===== config.mk =====
export PLATFORM = sky130hd
export DESIGN_NAME = rescue_mission_sequencer_core
export DESIGN_NICKNAME = d
export VERILOG_FILES = /design/src/hw/rtl/rms_pkg.sv /design/src/hw/rtl/rms_cfg.sv /design/src/hw/rtl/rms_seq.sv /design/src/hw/rtl/rescue_mission_sequencer_core.sv
export SDC_FILE = /design/constraint.sdc
export NUM_CORES = 1
export LEC_CHECK = 0
export ABC_AREA = 1
export BUFFER_PORTS_ARGS = -buffer_cell sky130_fd_sc_hd__buf_2
export CAP_MARGIN = 20
export CORE_UTILIZATION = 40
export CTS_CLUSTER_SIZE = 40
export DETAILED_ROUTE_END_ITERATION = 10
export HOLD_SLACK_MARGIN = 0.05
export PLACE_DENSITY_LB_ADDON = 0.12
export RECOVER_POWER = 50
export SETUP_SLACK_MARGIN = 0.4
export SYNTH_ARGS = -nofsm -noshare
export SYNTH_HDL_FRONTEND = slang
export SYNTH_HIERARCHICAL = 1
export SYNTH_SLANG_ARGS = --single-unit

===== constraint.sdc =====
create_clock -name clk -period 4.8 [get_ports clk]
set_input_delay 0.72 -clock clk [delete_from_list [all_inputs] [get_ports clk]]
set_output_delay 0.72 -clock clk [all_outputs]
set_load 0.01 [all_outputs]

===== src/hw/rtl/rms_pkg.sv =====
`default_nettype none

package rms_pkg;

    // Default parameter values
    localparam int COORD_WIDTH_DEF = 16;
    localparam int TIMER_WIDTH_DEF = 24;

    // Fixed field widths
    localparam int PORT_COORD_W = 16;
    localparam int TIMEOUT_W    = 24;
    localparam int APB_DATA_W   = 32;
    localparam int APB_ADDR_W   = 3;

    // Register word index of the no-path timeout
    localparam logic REG_NO_PATH_TIMEOUT = 1'b0;

    localparam logic [TIMEOUT_W-1:0] TIMEOUT_RESET = 24'd4000;

    // Mission phases
    localparam logic [2:0] PH_SEARCH     = 3'd0;
    localparam logic [2:0] PH_FOLLOW     = 3'd1;
    localparam logic [2:0] PH_PRE_NOPATH = 3'd2;
    localparam logic [2:0] PH_NOPATH     = 3'd3;
    localparam logic [2:0] PH_DONE       = 3'd4;

    // Sub-steps
    localparam logic [2:0] SS_SEARCH     = 3'd0;
    localparam logic [2:0] SS_SENSE      = 3'd1;
    localparam logic [2:0] SS_WAIT_ANGLE = 3'd2;
    localparam logic [2:0] SS_TO_VICTIM  = 3'd3;
    localparam logic [2:0] SS_WAIT_DONE  = 3'd4;
    localparam logic [2:0] SS_TO_HOME    = 3'd5;

    // Driver selection
    localparam logic [1:0] DRV_NONE   = 2'd0;
    localparam logic [1:0] DRV_WALL   = 2'd1;
    localparam logic [1:0] DRV_VICTIM = 2'd2;
    localparam logic [1:0] DRV_PATH   = 2'd3;

    // Per-tick helper flags
    typedef struct packed {
        logic victim_seen;
        logic angle_wanted;
        logic path_lost;
        logic path_done;
    } tick_flags_t;

endpackage

`default_nettype wire


===== src/hw/rtl/rms_cfg.sv =====
`default_nettype none

module rms_cfg (
    input  wire logic                                clk,
    input  wire logic                                rst_n,
    input  wire logic                                psel,
    input  wire logic                                penable,
    input  wire logic                                pwrite,
    input  wire logic [rms_pkg::APB_ADDR_W-1:0]      paddr,
    input  wire logic [rms_pkg::APB_DATA_W-1:0]      pwdata,
    output logic      [rms_pkg::APB_DATA_W-1:0]      prdata,
    output logic                                     pready,
    output logic      [rms_pkg::TIMEOUT_W-1:0]       no_path_timeout
);

    logic [rms_pkg::TIMEOUT_W-1:0] timeout_reg;
    logic [rms_pkg::TIMEOUT_W-1:0] timeout_next;
    logic                          hit;
    logic                          wr_en;

    // Decode the register word
    assign hit   = (paddr[rms_pkg::APB_ADDR_W-1] == rms_pkg::REG_NO_PATH_TIMEOUT);
    assign wr_en = psel && penable && pwrite && pready && hit;

    assign pready = 1'b1;

    // Update the timeout on a write transaction
    always_comb
    begin
        timeout_next = timeout_reg;
        if (wr_en)
        begin
            timeout_next = pwdata[rms_pkg::TIMEOUT_W-1:0];
        end
    end

    always_ff @(posedge clk or negedge rst_n)
    begin
        if (!rst_n)
        begin
            timeout_reg <= rms_pkg::TIMEOUT_RESET;
        end
        else
        begin
            timeout_reg <= timeout_next;
        end
    end

    // Return the register on read, zero elsewhere
    always_comb
    begin
        prdata = '0;
        if (hit)
        begin
            prdata = rms_pkg::APB_DATA_W'(timeout_reg);
        end
    end

    assign no_path_timeout = timeout_reg;

endmodule

`default_nettype wire


===== src/hw/rtl/rms_seq.sv =====
`default_nettype none

module rms_seq #(
    parameter int COORD_WIDTH = rms_pkg::COORD_WIDTH_DEF,
    parameter int TIMER_WIDTH = rms_pkg::TIMER_WIDTH_DEF
) (
    input  wire logic                                   clk,
    input  wire logic                                   rst_n,
    input  wire logic                                   step_en,
    input  wire rms_pkg::tick_flags_t                   flags,
    input  wire logic signed [rms_pkg::PORT_COORD_W-1:0] seen_x,
    input  wire logic signed [rms_pkg::PORT_COORD_W-1:0] seen_y,
    input  wire logic signed [rms_pkg::PORT_COORD_W-1:0] home_x,
    input  wire logic signed [rms_pkg::PORT_COORD_W-1:0] home_y,
    input  wire logic        [rms_pkg::TIMEOUT_W-1:0]    no_path_timeout,
    output logic             [2:0]                       phase,
    output logic             [2:0]                       substep,
    output logic             [1:0]                       drive,
    output logic                                         carrying,
    output logic             [COORD_WIDTH-1:0]           target_x,
    output logic             [COORD_WIDTH-1:0]           target_y
);

    localparam int CMP_W = (TIMER_WIDTH > rms_pkg::TIMEOUT_W) ? TIMER_WIDTH
                                                              : rms_pkg::TIMEOUT_W;

    logic [2:0]             phase_reg,    phase_next;
    logic [2:0]             substep_reg,  substep_next;
    logic [1:0]             drive_reg,    drive_next;
    logic                   carry_reg,    carry_next;
    logic [COORD_WIDTH-1:0] tgt_x_reg,    tgt_x_next;
    logic [COORD_WIDTH-1:0] tgt_y_reg,    tgt_y_next;
    logic [TIMER_WIDTH-1:0] ticks_reg,    ticks_next;

    logic [TIMER_WIDTH-1:0] ticks_sat;
    logic                   timed_out;
    logic [COORD_WIDTH-1:0] vx_ext, vy_ext, hx_ext, hy_ext;

    // Sign-extend or trim coordinates to the stored width
    assign vx_ext = COORD_WIDTH'(seen_x);
    assign vy_ext = COORD_WIDTH'(seen_y);
    assign hx_ext = COORD_WIDTH'(home_x);
    assign hy_ext = COORD_WIDTH'(home_y);

    // Saturating tick count, also the elapsed time in the no-path phase
    assign ticks_sat = (&ticks_reg) ? ticks_reg : ticks_reg + TIMER_WIDTH'(1);
    assign timed_out = (CMP_W'(ticks_sat) >= CMP_W'(no_path_timeout));

    // Next-state logic for one tick
    always_comb
    begin
        phase_next   = phase_reg;
        substep_next = substep_reg;
        drive_next   = drive_reg;
        carry_next   = carry_reg;
        tgt_x_next   = tgt_x_reg;
        tgt_y_next   = tgt_y_reg;

        unique case (phase_reg)
            rms_pkg::PH_SEARCH:
            begin
                if (flags.victim_seen)
                begin
                    phase_next   = rms_pkg::PH_FOLLOW;
                    substep_next = rms_pkg::SS_TO_VICTIM;
                    drive_next   = rms_pkg::DRV_NONE;
                    tgt_x_next   = vx_ext;
                    tgt_y_next   = vy_ext;
                    carry_next   = 1'b1;
                end
                else if (substep_reg == rms_pkg::SS_SEARCH)
                begin
                    drive_next = rms_pkg::DRV_WALL;
                    if (flags.angle_wanted)
                    begin
                        substep_next = rms_pkg::SS_SENSE;
                        drive_next   = rms_pkg::DRV_VICTIM;
                    end
                end
                else if (substep_reg == rms_pkg::SS_SENSE)
                begin
                    if (!flags.angle_wanted)
                    begin
                        substep_next = rms_pkg::SS_WAIT_ANGLE;
                        drive_next   = rms_pkg::DRV_NONE;
                    end
                end
                else if (substep_reg == rms_pkg::SS_WAIT_ANGLE)
                begin
                    if (!flags.angle_wanted)
                    begin
                        substep_next = rms_pkg::SS_SEARCH;
                        drive_next   = rms_pkg::DRV_WALL;
                    end
                end
                else
                begin
                    phase_next   = rms_pkg::PH_SEARCH;
                    substep_next = rms_pkg::SS_SEARCH;
                    drive_next   = rms_pkg::DRV_NONE;
                    carry_next   = 1'b0;
                end
            end
            rms_pkg::PH_FOLLOW:
            begin
                if (flags.path_lost)
                begin
                    phase_next = rms_pkg::PH_PRE_NOPATH;
                    drive_next = rms_pkg::DRV_NONE;
                end
                else if (substep_reg == rms_pkg::SS_TO_VICTIM)
                begin
                    drive_next = rms_pkg::DRV_PATH;
                    if (flags.path_done)
                    begin
                        substep_next = rms_pkg::SS_WAIT_DONE;
                        drive_next   = rms_pkg::DRV_NONE;
                    end
                end
                else if (substep_reg == rms_pkg::SS_WAIT_DONE)
                begin
                    if (!flags.path_done)
                    begin
                        substep_next = rms_pkg::SS_TO_HOME;
                        tgt_x_next   = hx_ext;
                        tgt_y_next   = hy_ext;
                        carry_next   = 1'b0;
                    end
                end
                else if (substep_reg == rms_pkg::SS_TO_HOME)
                begin
                    drive_next = rms_pkg::DRV_PATH;
                    if (flags.path_done)
                    begin
                        phase_next = rms_pkg::PH_DONE;
                        drive_next = rms_pkg::DRV_NONE;
                    end
                end
                else
                begin
                    phase_next   = rms_pkg::PH_SEARCH;
                    substep_next = rms_pkg::SS_SEARCH;
                    drive_next   = rms_pkg::DRV_NONE;
                    carry_next   = 1'b0;
                end
            end
            rms_pkg::PH_PRE_NOPATH:
            begin
                if (!flags.path_lost)
                begin
                    phase_next = rms_pkg::PH_NOPATH;
                    drive_next = rms_pkg::DRV_WALL;
                end
            end
            rms_pkg::PH_NOPATH:
            begin
                if (timed_out)
                begin
                    phase_next = rms_pkg::PH_FOLLOW;
                    drive_next = rms_pkg::DRV_NONE;
                end
            end
            rms_pkg::PH_DONE:
            begin
                phase_next = rms_pkg::PH_DONE;
            end
            default:
            begin
                phase_next   = rms_pkg::PH_SEARCH;
                substep_next = rms_pkg::SS_SEARCH;
                drive_next   = rms_pkg::DRV_NONE;
                carry_next   = 1'b0;
            end
        endcase
    end

    // Clear the tick count on a phase change, else count up and saturate
    assign ticks_next = (phase_next != phase_reg) ? '0 : ticks_sat;

    // Commit the tick
    always_ff @(posedge clk or negedge rst_n)
    begin
        if (!rst_n)
        begin
            phase_reg   <= rms_pkg::PH_SEARCH;
            substep_reg <= rms_pkg::SS_SEARCH;
            drive_reg   <= rms_pkg::DRV_NONE;
            carry_reg   <= 1'b0;
            tgt_x_reg   <= '0;
            tgt_y_reg   <= '0;
            ticks_reg   <= '0;
        end
        else if (step_en)
        begin
            phase_reg   <= phase_next;
            substep_reg <= substep_next;
            drive_reg   <= drive_next;
            carry_reg   <= carry_next;
            tgt_x_reg   <= tgt_x_next;
            tgt_y_reg   <= tgt_y_next;
            ticks_reg   <= ticks_next;
        end
    end

    assign phase    = phase_reg;
    assign substep  = substep_reg;
    assign drive    = drive_reg;
    assign carrying = carry_reg;
    assign target_x = tgt_x_reg;
    assign target_y = tgt_y_reg;

endmodule

`default_nettype wire


===== src/hw/rtl/rescue_mission_sequencer_core.sv =====
`default_nettype none

// Mission sequencer for a search robot: one tick transaction in, one result out.
// Input channel: in_valid/in_stall carry the sensor and helper flags, victim
// position and home position of one control tick. Output channel:
// out_valid/out_stall carry the selected driver, goal, goal kind, phase and
// sub-step as they stand after that tick.
// A tick accepted into the input register is stepped into the state registers,
// which present its result, once the result slot is free or drains.
// Throughput: one tick per cycle while results are taken; the whole tick update is
// one level of next-state logic between the input register and the state registers.
// The state registers double as the result register: they only move when
// a new result is loaded, so a stalled result holds.
// When the receiver stalls, the result holds, one more tick waits in the
// input register, and in_stall rises until the result is taken.
// The APB port holds the no-path timeout (byte address 0); the user writes it only while
// idle, which the block itself does not enforce. Reset: phase search, driver none, goal zero,
// timeout 4000, both channels empty.
module rescue_mission_sequencer_core #(
    parameter int COORD_WIDTH = rms_pkg::COORD_WIDTH_DEF,
    parameter int TIMER_WIDTH = rms_pkg::TIMER_WIDTH_DEF
) (
    input  wire logic                                     clk,
    input  wire logic                                     rst_n,
    input  wire logic                                     psel,
    input  wire logic                                     penable,
    input  wire logic                                     pwrite,
    input  wire logic        [rms_pkg::APB_ADDR_W-1:0]    paddr,
    input  wire logic        [rms_pkg::APB_DATA_W-1:0]    pwdata,
    output logic             [rms_pkg::APB_DATA_W-1:0]    prdata,
    output logic                                          pready,
    input  wire logic                                     in_valid,
    output logic                                          in_stall,
    input  wire logic                                     victim_seen,
    input  wire logic signed [rms_pkg::PORT_COORD_W-1:0]  victim_pos_x,
    input  wire logic signed [rms_pkg::PORT_COORD_W-1:0]  victim_pos_y,
    input  wire logic                                     angle_wanted,
    input  wire logic                                     path_lost,
    input  wire logic                                     path_done,
    input  wire logic signed [rms_pkg::PORT_COORD_W-1:0]  home_x,
    input  wire logic signed [rms_pkg::PORT_COORD_W-1:0]  home_y,
    output logic                                          out_valid,
    input  wire logic                                     out_stall,
    output logic             [1:0]                        driver_select,
    output logic signed      [rms_pkg::PORT_COORD_W-1:0]  goal_x,
    output logic signed      [rms_pkg::PORT_COORD_W-1:0]  goal_y,
    output logic                                          goal_is_victim,
    output logic             [2:0]                        phase_now,
    output logic             [2:0]                        substep_now
);

    logic [rms_pkg::TIMEOUT_W-1:0] no_path_timeout;

    logic                                in_vld_reg, in_vld_next;
    logic                                out_vld_reg, out_vld_next;
    rms_pkg::tick_flags_t                flags_reg;
    logic signed [rms_pkg::PORT_COORD_W-1:0] vx_reg, vy_reg, hx_reg, hy_reg;

    logic                   load;
    logic                   advance;
    logic [2:0]             phase;
    logic [2:0]             substep;
    logic [1:0]             drive;
    logic                   carrying;
    logic [COORD_WIDTH-1:0] target_x;
    logic [COORD_WIDTH-1:0] target_y;

    // Configuration register
    rms_cfg u_cfg (
        .clk             (clk),
        .rst_n           (rst_n),
        .psel            (psel),
        .penable         (penable),
        .pwrite          (pwrite),
        .paddr           (paddr),
        .pwdata          (pwdata),
        .prdata          (prdata),
        .pready          (pready),
        .no_path_timeout (no_path_timeout)
    );

    // Handshake: step the sequencer when the result slot is free or drains
    assign advance     = in_vld_reg && (!out_vld_reg || !out_stall);
    assign in_stall    = in_vld_reg && !advance;
    assign load        = in_valid && !in_stall;
    assign in_vld_next = load || (in_vld_reg && !advance);
    assign out_vld_next = advance || (out_vld_reg && out_stall);

    always_ff @(posedge clk or negedge rst_n)
    begin
        if (!rst_n)
        begin
            in_vld_reg  <= 1'b0;
            out_vld_reg <= 1'b0;
        end
        else
        begin
            in_vld_reg  <= in_vld_next;
            out_vld_reg <= out_vld_next;
        end
    end

    // Capture the tick transaction
    always_ff @(posedge clk)
    begin
        if (load)
        begin
            flags_reg.victim_seen  <= victim_seen;
            flags_reg.angle_wanted <= angle_wanted;
            flags_reg.path_lost    <= path_lost;
            flags_reg.path_done    <= path_done;
            vx_reg                 <= victim_pos_x;
            vy_reg                 <= victim_pos_y;
            hx_reg                 <= home_x;
            hy_reg                 <= home_y;
        end
    end

    // Mission state and tick update
    rms_seq #(
        .COORD_WIDTH (COORD_WIDTH),
        .TIMER_WIDTH (TIMER_WIDTH)
    ) u_seq (
        .clk             (clk),
        .rst_n           (rst_n),
        .step_en         (advance),
        .flags           (flags_reg),
        .seen_x          (vx_reg),
        .seen_y          (vy_reg),
        .home_x          (hx_reg),
        .home_y          (hy_reg),
        .no_path_timeout (no_path_timeout),
        .phase           (phase),
        .substep         (substep),
        .drive           (drive),
        .carrying        (carrying),
        .target_x        (target_x),
        .target_y        (target_y)
    );

    // Drive the result
    assign out_valid      = out_vld_reg;
    assign driver_select  = drive;
    assign goal_x         = rms_pkg::PORT_COORD_W'(target_x);
    assign goal_y         = rms_pkg::PORT_COORD_W'(target_y);
    assign goal_is_victim = carrying;
    assign phase_now      = phase;
    assign substep_now    = substep;

`ifndef SYNTHESIS
    // The input side only stalls while a tick is held
    a_stall_needs_tick: assert property (@(posedge clk) disable iff (!rst_n)
        in_stall |-> in_vld_reg)
        else $error("in_stall raised with an empty input register");

    // Search never targets a victim
    a_search_no_victim: assert property (@(posedge clk) disable iff (!rst_n)
        (phase_now == rms_pkg::PH_SEARCH) |-> !goal_is_victim)
        else $error("victim goal while searching");

    // Done parks all drivers
    a_done_idle: assert property (@(posedge clk) disable iff (!rst_n)
        (phase_now == rms_pkg::PH_DONE) |-> (driver_select == rms_pkg::DRV_NONE))
        else $error("driver active in done phase");

    // State only moves when a result is loaded
    a_state_moves_on_step: assert property (@(posedge clk) disable iff (!rst_n)
        !advance |=> $stable(phase_now) && $stable(substep_now)
                     && $stable(driver_select))
        else $error("mission state changed without a tick");
`endif

endmodule

`default_nettype wire


After elaboration in Yosys (flattened, before gate mapping) --
Index checks and enable logic that the tools add are counted.
Operators by class: equal/unequal tests 29, bitwise operators 3, multiplexer cells 66, $lt $le $gt $ge 1, $add $sub $neg 1, reductions and logical operators 23
Operators by type and width (number):
- 2-to-1 mux 16 bit | 10
- 2-to-1 mux 24 bit | 3
- 2-to-1 mux 3 bit | 24
- one-hot mux 16 bit (2 select lines) | 2
- 2-to-1 mux 2 bit | 14
- adder 24 x 1 -> 24 bit, second input constant | 1
- greater-or-equal comparator 24 bit | 1
- AND reduction 24 bit | 1
- AND reduction 9 bit | 2
- != test 3 bit, second input constant | 5
- one-hot mux 3 bit (5 select lines) | 1
- AND reduction 7 bit | 2
- == test 3 x 2 -> 1 bit, second input constant | 4
- != test 2 bit, second input constant | 5
- != test 5 x 4 -> 1 bit, second input constant | 2
- one-hot mux 2 bit (5 select lines) | 1
- == test 3 bit, second input constant | 3
- 2-to-1 mux 1 bit | 9
- one-hot mux 3 bit (3 select lines) | 1
- != test 4 x 3 -> 1 bit, second input constant | 2
- logical AND 1 bit | 7
- == test 3 x 1 -> 1 bit, second input constant | 2
- logical NOT 3 bit | 2
- logical NOT 1 bit | 4
- other kinds (10) | 15
Word-level totals: bits in registers 159, logic and storage cells 141, input bits 110

Depth between registers and ports, before layout --
depth after elaboration 8, gate-level depth with buffers 22, depth with buffers taken out 21

Hierarchy --
Netlist, hierarchy kept.
By module, submodules not included:
- rms_seq | cells each 767, area an instance 4961.0 sq um, instances 1
- rescue_mission_sequencer_core | cells each 80, area an instance 2137.0 sq um, instances 1
- rms_cfg | cells each 169, area an instance 1275.0 sq um, instances 1

Worst setup path before layout --
No wires, ideal clock.
path kind register -> register, start point register u_seq.ticks_reg[0], end point register u_seq.ticks_reg[2], arrival 2949 ps, setup time 117 ps, setup slack 1733 ps, path buffers 3, period minus slack after synthesis 3067 ps, stages on the path, launching flop included 21, data required time 4683 ps, cell sequence dfrtp_1 ha_1 inv_1 nor2_1 nand4_1 nor2_1 inv_1 clkbuf_1 buf_1 nand2_1 ha_1 nand2_1 nor2_1 nand3_1 nor2_1 nand2_1 nand2_1 nand3_1 buf_2 nand3_1 nand2_1
On the way: longest elaborated chain between the ends 7
RTL lines:
- from (decl) | RTL line rms_seq.sv:33 | logic [TIMER_WIDTH-1:0] ticks_reg, ticks_next;
- from (signal assigned) | RTL line rms_seq.sv:201 | ticks_reg <= ticks_next;
- adder 24 x 1 -> 24 bit or AND reduction 24 bit (tied branches) | RTL line rms_seq.sv:46 | assign ticks_sat = (&ticks_reg) ? ticks_reg : ticks_reg + TIMER_WIDTH'(1);
- 2-to-1 mux 24 bit * | RTL line rms_seq.sv:46
- greater-or-equal comparator 24 bit | RTL line rms_seq.sv:47 | assign timed_out = (CMP_W'(ticks_sat) >= CMP_W'(no_path_timeout));
- 2-to-1 mux 3 bit | RTL line rms_seq.sv:157 | if (timed_out)
- one-hot mux 3 bit (5 select lines) | RTL line rms_seq.sv:59 | unique case (phase_reg)
- != test 3 bit | RTL line rms_seq.sv:178 | assign ticks_next = (phase_next != phase_reg) ? '0 : ticks_sat;
- 2-to-1 mux 24 bit * | RTL line rms_seq.sv:178
Every way passes the cells marked *; elsewhere a longest branch is shown, timed or not. A chain may end at the register's enable or synchronous reset.

Final worst setup path --
start point register u_seq.ticks_reg[0], end point register u_seq.ticks_reg[13]
Same word-level chain as after synthesis.

==> results.py <==
metrics = {
    "status": {
        "outcome": "finished, violations left",
        "violations": "max-capacitance violations, max-slew violations",
    },
    "global_routing": {
        "track_usage_pct": 18.04,
        "grt_pass1_vias": 6266,
        "grt_max_degree": 65,
        "grt_pass1_wl_mm": 30.59,
        "grt_overflow": 0,
        "antenna_found_initial": 3,
    },
    "clocking": {
        "cts_setup_buffers": 0,
        "cts_tree": "built",
        "cts_resized": 0,
        "clock_sinks": 159,
        "cts_hold_buf": 0,
        "numCtsBuffers": 17,
        "cts.path.max_buffers": 2,
        "clock_latency_ns": 0.43,
        "path_clk_slew_ns": 0.07,
        "ctsHtreeMaxLevel": 4,
        "cts-root-buf": "clkbuf_16",
    },
    "layout": {
        "nets": 1305,
        "area_delta_synth_final_pct": 18.78,
        "final_common_cell": "nand2_1",
        "layout_common_cells": "nand2_1, buf_2, inv_1",
        "drive_gt1_share_pct": 20.71,
        "nFillCells": 1977,
        "final_area_sq_um": 9946,
    },
    "synthesis": {
        "synth_top_cell_area_share_pct": 25.40,
        "synth_largest_area_cell": "dfrtp_1",
        "synth-xor-area-share_pct": 1.674,
        "synth-adder-area-share_pct": 3.736,
        "yosys-top-cells-area": "dfrtp_1, edfxtp_1, nand2_1",
        "synth_warnings": 6,
        "yosys.area_share.simple_pct": 27.17,
        "syn_area_sq_um": 8373,
        "synth_cell_types": 38,
        "synthMuxAreaShare_pct": 0,
        "yosysSeqAreaShare_pct": 51.67,
        "syn-instance-count": 1016,
        "ys_ff_latch": 159,
        "synth_top_family_by_area": "simple AND/OR/NAND/NOR gates",
        "syn_area_per_cell_sq_um": 8.241,
        "synth_compound_area_share_pct": 6.351,
    },
    "timing": {
        "drv_slew": 89,
        "rsz0062_at_grt": "false",
        "clock_skew_ns": 0.01411,
        "worst_slew_margin_rel_pct": -133.0,
        "period_needed_ns": 3.644,
        "finalHoldViolCount": 0,
        "tightest_slew_ns": 3.495,
        "fmax_ghz": 0.2744,
        "finalSetupViolCount": 0,
        "fin_tns_setup_ns": 0,
        "period_share_pct": 75.91,
    },
    "worst_setup_path": {
        "cp_num_buf_inv": 3,
        "endpoint": "u_seq/ticks_reg[13]",
        "arrival_ns": 4.00,
        "r2r_slack_ns": 1.16,
        "slowest_stage": "dfrtp_1",
        "cp_cell_sequence": "ha_1 -> inv_1 -> nor2_1 -> nand4_1 -> nor2_1 -> inv_1 -> nand2_1 -> ha_1 -> a21o_1 -> nor2_1 -> nand2_1 -> a21oi_1 -> nand2_1 -> nand3_1 -> buf_4 -> nand3_1 -> nand2_1",
        "crit_path_start_kind": "register",
        "worstSetupPathType": "register to register",
        "cp_data_required_time_ns": 5.16,
        "reg2reg_from": "u_seq/ticks_reg[0]",
        "critPathMaxFanout": 30,
        "slowest_delay_ns": 0.45,
        "crit_cells": 17,
        "r2r_end": "u_seq/ticks_reg[13]",
        "startpoint": "u_seq/ticks_reg[0]",
        "endpoint_kind": "register",
        "cp_common_cell": "nand2_1",
        "reg2reg_depth": 17,
        "crit_family": "simple AND/OR/NAND/NOR gates",
    },
    "detailed_routing": {
        "vias": 6633,
        "drc": 0,
        "drtIter0Drc": 238,
        "wl_mm": 18.69,
        "vias_per_cell": 4.559,
        "ant_nets": 0,
        "drt_pre_antenna_iters": 5,
        "wire_per_inst_um": 12.85,
    },
    "placed_design": {
        "gp_congestion": 0.8549,
        "port_buffers": 166,
        "place.detailed.hpwl_mm": 13.17,
        "placed_cell_area_sq_um": 9331,
    },
    "die": {
        "design.portCount": 186,
        "die_area_sq_um": 21520,
        "start_util_pct": 41.12,
        "chipWidth_um": 146.7,
        "coreArea_sq_um": 20360,
        "die_h_um": 146.7,
        "rows": 52,
    },
    "min_path": {
        "hold_path.class": "primary input to register",
    },
    "flow_run": {
        "drv_cap": 2,
    },
    "power": {
        "p_total_uw": 4621,
        "p_leak_uw": 0.005072,
        "power.density_nw_per_um2": 464.6,
        "peakVddDrop_mv": 0.2542,
    },
}
cell usage after synthesis, drive strengths merged:
master / n
nand2: 381
o21ai: 42
xor2: 7
nor3: 6
xnor2: 9
nor2: 85
nor4: 3
ha: 25
or2: 1
dfstp: 6
nand3b: 2
nand3: 71
nor3b: 1
a31oi: 1
a211oi: 1
buf: 32
nand4: 5
o21bai: 1
clkbuf: 12
o211ai: 1
inv: 132
edfxtp: 68
conb: 2
dfrtp: 85
a21o: 1
a21oi: 36
routing by layer:
metal,vias to the layer above,part of all wire [%],GRT usage (%)
li1,3482,-,-
met1,2994,43,20.68
met2,145,50,32.04
met3,12,6.1,6.094
met4,0,0.80,4.479
met5,-,0,0
worst reg2reg max path: cells and delay by family (launching register included):
family          cells  cell delay, ns
buf+inv             3            0.75
fa+ha+maj           2            0.56
simple gates       10            1.51
flops               1            0.45
compound gates      2            0.30
worst min path at each step:
| stage | depth (start not counted) | slack [ns] | from | to |
|---|---|---|---|---|
| 3_5_place_dp | 2 | 0.46 | u_cfg/no_path_timeout[11] | u_cfg/no_path_timeout[11] |
| 2_1_floorplan | 0 | 0.42 | rst_n | in_vld_reg |
| 5_1_grt | 1 | 0.43 | victim_pos_y[8] | vy_reg[8] |
| 4_1_cts | 1 | 0.42 | rst_n | u_cfg/no_path_timeout[12] |
| 3_3_place_gp | 2 | 0.46 | u_cfg/no_path_timeout[11] | u_cfg/no_path_timeout[11] |
| 6_report | 1 | 0.46 | victim_pos_y[6] | vy_reg[6] |
power breakdown:
group | switching [uW] | leakage (uW) | internal (uW)
Clock | 635 | 0.000309 | 805
Sequential | 152 | 0.00182 | 1670
Combinational | 886 | 0.00294 | 477
metrics by stage:
stage | utilization, % | hold slack (ns) | std cells | setup WS [ns]
after floorplan | - | 0.4244 | 1023 | 1.733
after global routing | 48.83 | 0.4333 | 1454 | 0.4474
after detailed placement | 45.82 | 0.4637 | 1421 | 1.143
final | 48.84 | 0.4613 | 1455 | 1.156
after CTS | 48.98 | 0.4200 | 1453 | 1.125
after global placement | 45.82 | 0.4605 | 1421 | 1.193
cells by family (layout without fill, tap and decap cells):
logic type	Yosys count	after routing
adders and majority gates	25	25
and+or+nand+nor	555	555
buffers and inverters	176	336
xor gates and xnor gates	16	16
other	2	11
AOI/OAI and AO/OA	83	83
DFF	159	159
area by class of cell:
type | instances | area, sq um | share of cell area, %
Sequential cell | 159 | 4327 | 43.50
Multi-Input combinational cell | 688 | 3264 | 32.82
Timing Repair Buffer | 172 | 873.3 | 8.781
Inverter | 132 | 495.5 | 4.982
Clock buffer | 17 | 425.4 | 4.277
Tap cell | 270 | 337.8 | 3.397
Clock inverter | 15 | 217.7 | 2.189
Antenna cell | 2 | 5.005 | 0.05032
No activity file was read; power rests on OpenSTA's default activity.
